**src/design/hwms_pkg.sv**
```systemverilog
// shared types and constants of the hamming window match scanner
// no dependencies; used by the cell, the top level and the checker
package hwms_pkg;

   localparam int CFG_W   = 11;
   localparam int IDX_W   = 10;
   localparam int BASE_W  = 8;
   localparam int POS_W   = 32;
   localparam int MATCH_W = 11;

   localparam logic [MATCH_W-1:0] COUNT_MAX = 11'd2047;

   typedef enum logic [1:0] {
      REQ_FWD     = 2'd0,
      REQ_REV     = 2'd1,
      REQ_GENOME  = 2'd2,
      REQ_RESTART = 2'd3
   } req_code_type;

   typedef enum logic {
      CSR_READ_LENGTH = 1'b0,
      CSR_MIN_MATCHES = 1'b1
   } csr_index_type;

   // broadcast controls from the sequencer to every cell
   typedef struct packed {
      logic shift;     // new genome base enters the ring
      logic rotate;    // plain ring rotation, used to realign the window
      logic start;     // launch a count token at the entry cell
      logic advance;   // tokens move one cell toward cell 0
      logic load_fwd;  // forward pattern write
      logic load_rev;  // reverse pattern write
   } ctl_type;

endpackage

```
**src/design/hwms_cell.sv**
```systemverilog
// one cell of the scan chain: a pattern byte pair, one window byte and a count token
// depends on hwms_pkg
module hwms_cell #(
   parameter int MAX_READ_LEN = 1024,
   parameter int CELL_INDEX   = 0
) (
   input  logic                                 clock,
   input  logic                                 reset,
   input  hwms_pkg::ctl_type                    ctl,
   input  logic [$clog2(MAX_READ_LEN + 1)-1:0]  frame_len,
   input  logic [hwms_pkg::BASE_W-1:0]          base,
   input  logic [hwms_pkg::IDX_W-1:0]           load_index,
   input  logic [hwms_pkg::BASE_W-1:0]          up_window,
   input  logic                                 up_tok_valid,
   input  logic [$clog2(MAX_READ_LEN + 1)-1:0]  up_fwd_count,
   input  logic [$clog2(MAX_READ_LEN + 1)-1:0]  up_rev_count,
   output logic [hwms_pkg::BASE_W-1:0]          window,
   output logic                                 tok_valid,
   output logic [$clog2(MAX_READ_LEN + 1)-1:0]  fwd_count,
   output logic [$clog2(MAX_READ_LEN + 1)-1:0]  rev_count
);
   import hwms_pkg::*;

   localparam int CNT_W = $clog2(MAX_READ_LEN + 1);

   logic [BASE_W-1:0] fwd_pat_ff, fwd_pat_in;
   logic [BASE_W-1:0] rev_pat_ff, rev_pat_in;
   logic [BASE_W-1:0] win_ff, win_in;
   logic              tok_ff, tok_in;
   logic [CNT_W-1:0]  fcnt_ff, fcnt_in;
   logic [CNT_W-1:0]  rcnt_ff, rcnt_in;
   logic              is_entry, is_target, fwd_match, rev_match;

   assign is_entry  = (32'(frame_len) == 32'(CELL_INDEX + 1));
   assign is_target = (32'(load_index) == 32'(CELL_INDEX));
   assign fwd_match = (fwd_pat_ff == win_ff);
   assign rev_match = (rev_pat_ff == win_ff);

   always_comb begin
      fwd_pat_in = fwd_pat_ff;
      rev_pat_in = rev_pat_ff;
      win_in     = win_ff;
      tok_in     = tok_ff;
      fcnt_in    = fcnt_ff;
      rcnt_in    = rcnt_ff;
      if (ctl.load_fwd && is_target) begin
         fwd_pat_in = base;
      end
      if (ctl.load_rev && is_target) begin
         rev_pat_in = base;
      end
      if (ctl.shift) begin
         win_in = is_entry ? base : up_window;
      end else if (ctl.rotate) begin
         win_in = up_window;
      end
      if (ctl.start) begin
         tok_in  = is_entry;
         fcnt_in = CNT_W'(fwd_match);
         rcnt_in = CNT_W'(rev_match);
      end else if (ctl.advance) begin
         tok_in  = up_tok_valid;
         fcnt_in = up_fwd_count + CNT_W'(fwd_match);
         rcnt_in = up_rev_count + CNT_W'(rev_match);
      end
   end

   always_ff @(posedge clock) begin
      if (reset) begin
         tok_ff <= 1'b0;
      end else begin
         tok_ff <= tok_in;
      end
      fwd_pat_ff <= fwd_pat_in;
      rev_pat_ff <= rev_pat_in;
      win_ff     <= win_in;
      fcnt_ff    <= fcnt_in;
      rcnt_ff    <= rcnt_in;
   end

   assign window    = win_ff;
   assign tok_valid = tok_ff;
   assign fwd_count = fcnt_ff;
   assign rev_count = rcnt_ff;

endmodule

```
**config.mk**
```make
export PLATFORM = sky130hd
export DESIGN_NAME = hwms_cell
export DESIGN_NICKNAME = d
export VERILOG_FILES = /design/src/design/hwms_pkg.sv /design/src/design/hwms_cell.sv
export SDC_FILE = /design/constraint.sdc
export NUM_CORES = 1
export LEC_CHECK = 0
export ABC_AREA = 1
export BUFFER_PORTS_ARGS = -buffer_cell sky130_fd_sc_hd__buf_2
export CAP_MARGIN = 20
export CELL_PAD_IN_SITES_DETAIL_PLACEMENT = 1
export CELL_PAD_IN_SITES_GLOBAL_PLACEMENT = 2
export CORE_MARGIN = 2
export CORE_UTILIZATION = 24
export DETAILED_ROUTE_END_ITERATION = 8
export GPL_ROUTABILITY_DRIVEN = 0
export MAX_ROUTING_LAYER = met4
export PLACE_DENSITY = 0.8
export SLEW_MARGIN = 25
export SYNTH_ARGS = -nofsm -noshare
export SYNTH_HDL_FRONTEND = slang
export SYNTH_SLANG_ARGS = --single-unit
```
**constraint.sdc**
```tcl
create_clock -name clock -period 1.7 [get_ports clock]
set_clock_uncertainty 0.05 [all_clocks]
set_input_delay 0.34 -clock clock [delete_from_list [all_inputs] [get_ports clock]]
set_output_delay 0.34 -clock clock [all_outputs]
set_load 0.005 [all_outputs]
```
==> results.tsv <==
stage	metric	value	unit
cells_and_area	register area	0.00120	mm^2
synth	Synth Register Bits	47	
synth	largest cells by area after synthesis	edfxtp_1 (31%), nand2_1 (17%), dfxtp_1 (17%), inv_1 (5.6%), nand3_1 (4.7%)	
floorplanning	initial core utilization	24.7	%
setup_path	Crit path arrival time	2.20	ns
synth	Cell variety after synth	29	
clock_tree	CTS Buf Count	5	
cells_and_area	fill count	1272	
grt	vias in the first global route	2735	
setup_path	crit path kind	reg -> reg	
power_and_ir_drop	Cell Pwr Density	691	mW/mm^2
synth	Post-Syn Area	0.00254	mm^2
setup_path	endpoint type of the worst setup path	flip-flop	
timing	Slew headroom	78.0	%
flow_run	max cap viols	0	
floorplanning	die height	107	um
power_and_ir_drop	Design Power	2.62	mW
clock_tree	Root Driver	clkbuf_8	
setup_path	Crit path required time	1.87	ns
timing	final worst slack	-0.328	ns
synth	Ys Warns	0	
floorplanning	Die X	107	um
synth	Post-synth ARST share	0	%
clock_tree	clk buf depth	2	
drt	Antenna Violating Nets Remaining	0	
drt	first-pass iteration count of the detailed router	4	
place	DP Worst Slack	-0.347	ns
cells_and_area	Nets	533	
synth	Seq/Total Area, Yosys	47.3	%
power_and_ir_drop	Max VDD drop	313	uV
synth	area share of the largest cell type after synthesis	30.8	%
clock_tree	TritonCTS clock tree	yes	
grt	GR Overflow Total	0	
clock_tree	Hold-fix buffers, CTS	0	
clock_tree	Sink Count	47	
cells_and_area	post-route cell area	0.00379	mm^2
grt	Global Route Usage Sum	15.0	%
place	Post-DP Area	0.00341	mm^2
grt	first-pass GRT wire length	13100	um
place	number of port buffers	98	
clock_tree	worst skew pair latency	0.31	ns
synth	Main synth FF type	edfxtp_1	
grt	met3 Use GR	2.37	%
place	post-detail-place hpwl	6160	um
timing	Sum Neg Setup Slack	-3.95	ns
timing	Final Slew Violations	0	
timing	Hold WS	0.136	ns
timing	min Tclk post-route	2.03	ns
status	status	complete, but fails checks	
grt	grt met1 use	17.7	%
grt	global-route layer with the greatest usage	met2	
drt	Post-route DRC	0	
floorplanning	core area	0.0103	mm^2
floorplanning	I/O pin count	99	
clock_tree	clock-pin slew of the registers on the worst-case setup and hold paths	0.10	ns
drt	DRT iter0 DRCs	48	
grt	global routing usage on met2	26.6	%
cells_and_area	multi-input combinational cell area	0.00136	mm^2
drt	DR vias/cell	4.37	
timing	Achievable Freq	493	MHz
clock_tree	H-tree depth	2	
power_and_ir_drop	leakage	1.86	nW
synth	EDFF count, synth	26	
timing	Final Cycle Share	119	%
setup_path	CP Launch Type	flip-flop	
timing	Final setup viols	21	
floorplanning	row count	37	
setup_path	crit-path max FO	4	
cells_and_area	ANT cells	0	
hold_path	worst min-delay path class	in -> reg	
timing	Fin. Hold Viols	0	
status	failing checks	setup timing	
synth	Syn Area/Cell	7.83	um^2
synth	most numerous cell in the Yosys netlist	nand2_1	
timing	RSZ-0062 raised after global routing	true	
synth	Yosys top cell by area	edfxtp_1	
cells_and_area	Layout area overhead	49.3	%
grt	largest net degree at the start of global routing	21	
floorplanning	die footprint	0.0114	mm^2
synth	synth cell count leaders	nand2_1 (115), inv_1 (38), nor2_1 (27), edfxtp_1 (26), nand3_1 (24)	
drt	DRT Wirelength	7900	um
grt	initial antenna violation count	0	
drt	Vias	2611	
drt	WL/cell	13.2	um
cells_and_area	layout cell share with drive strength beyond 1	42.3	%
synth	Syn Inst Count	324	
synth	Synth Net Count	397	
timing	Slew @ Worst Pin	0.330	ns
==> flip-flops by register name (all words and copies together) (netlist names) <==
signal,count
rev_pat_ff,8
fwd_count,11
fwd_pat_ff,8
window,8
rev_count,11
tok_valid,1
==> placed cells by master, fill, tap and decap left out, types with 5 or more instances in the layout <==
master,instances
buf_6,7
nor2_1,21
ha_4,5
o21ai_0,7
buf_2,98
a21oi_1,5
buf_4,29
nor2_2,6
inv_1,36
edfxtp_1,26
dfxtp_1,21
nand2_1,104
nand4_1,9
nand3_2,5
xnor2_1,6
nor2_4,5
nand2_2,10
nand3_1,18
clkbuf_8,5
==> where the power goes <==
part,total (mW),leakage [nW],internal [mW],switching [mW]
combinational,0.449,1.38,0.218,0.232
sequential,1.30,0.421,1.26,0.0404
clock,0.873,0.0548,0.444,0.429
total,2.62,1.86,1.92,0.701
==> path summary, 6_finish.rpt <==
path                                  start                        end  slack (ns)  cells past startpoint
hold reg to reg   fwd_count[4]$_SDFFE_PP0P_  fwd_count[4]$_SDFFE_PP0P_        0.41                      2
setup / recovery        window[0]$_DFFE_PP_  fwd_count[8]$_SDFFE_PP0P_       -0.33                     13
hold / removal                        reset     tok_valid$_SDFFE_PP0P_        0.14                      2
setup reg to reg        window[0]$_DFFE_PP_  fwd_count[8]$_SDFFE_PP0P_       -0.33                     13
==> logic make-up (layout without fill, tap and decap cells) <==
kind of cell / Yosys count / count (layout) / synth area share (%)
compound gates: 25 / 25 / 5.42
flops: 47 / 47 / 47.3
simple gates: 192 / 192 / 34.1
buf+inv: 45 / 182 / 7.25
fa+ha+maj: 5 / 5 / 2.47
xor+xnor: 10 / 10 / 3.45
==> cell type report <==
| type | count | share of cell area [%] |
|---|---|---|
| multi-input cells | 232 | 36.0 |
| flip-flops and latches | 47 | 31.7 |
| well taps | 136 | 4.49 |
| clock inverters | 3 | 1.22 |
| repair buffers | 134 | 20.8 |
| clock buffers | 5 | 1.82 |
| inverters | 40 | 3.96 |
==> stage by stage <==
step	util, %	instances
floorplan	-	324
global placement	33.2	575
detailed placement	33.2	575
CTS	35.9	591
global route	36.9	597
finish	36.9	597
==> worst max-delay path, stage by stage (launching register included) <==
cell      delay (ns)
edfxtp_1        0.50
xnor2_2         0.19
nand2_1         0.10
nor2_2          0.13
and2_4          0.16
ha_4            0.17
ha_4            0.14
inv_2           0.04
nor2_4          0.14
nand3_2         0.08
nand2_1         0.06
nand3_1         0.07
nand2_1         0.07
inv_1           0.03
==> timing repair <==
item | 4_1_cts | 5_1_grt
gates resized for setup | 31 | 15
buffers inserted | 9 | 6
setup endpoints to repair | 21 | 22
pin swaps | 36 | 18
==> layer usage <==
metal | vias to the layer above | routed length (um)
met4 | 0 | 82
met1 | 1222 | 3340
met3 | 6 | 348
met5 | - | 0
met2 | 66 | 4130
li1 | 1317 | -
Power figures use the tool's default switching activity.
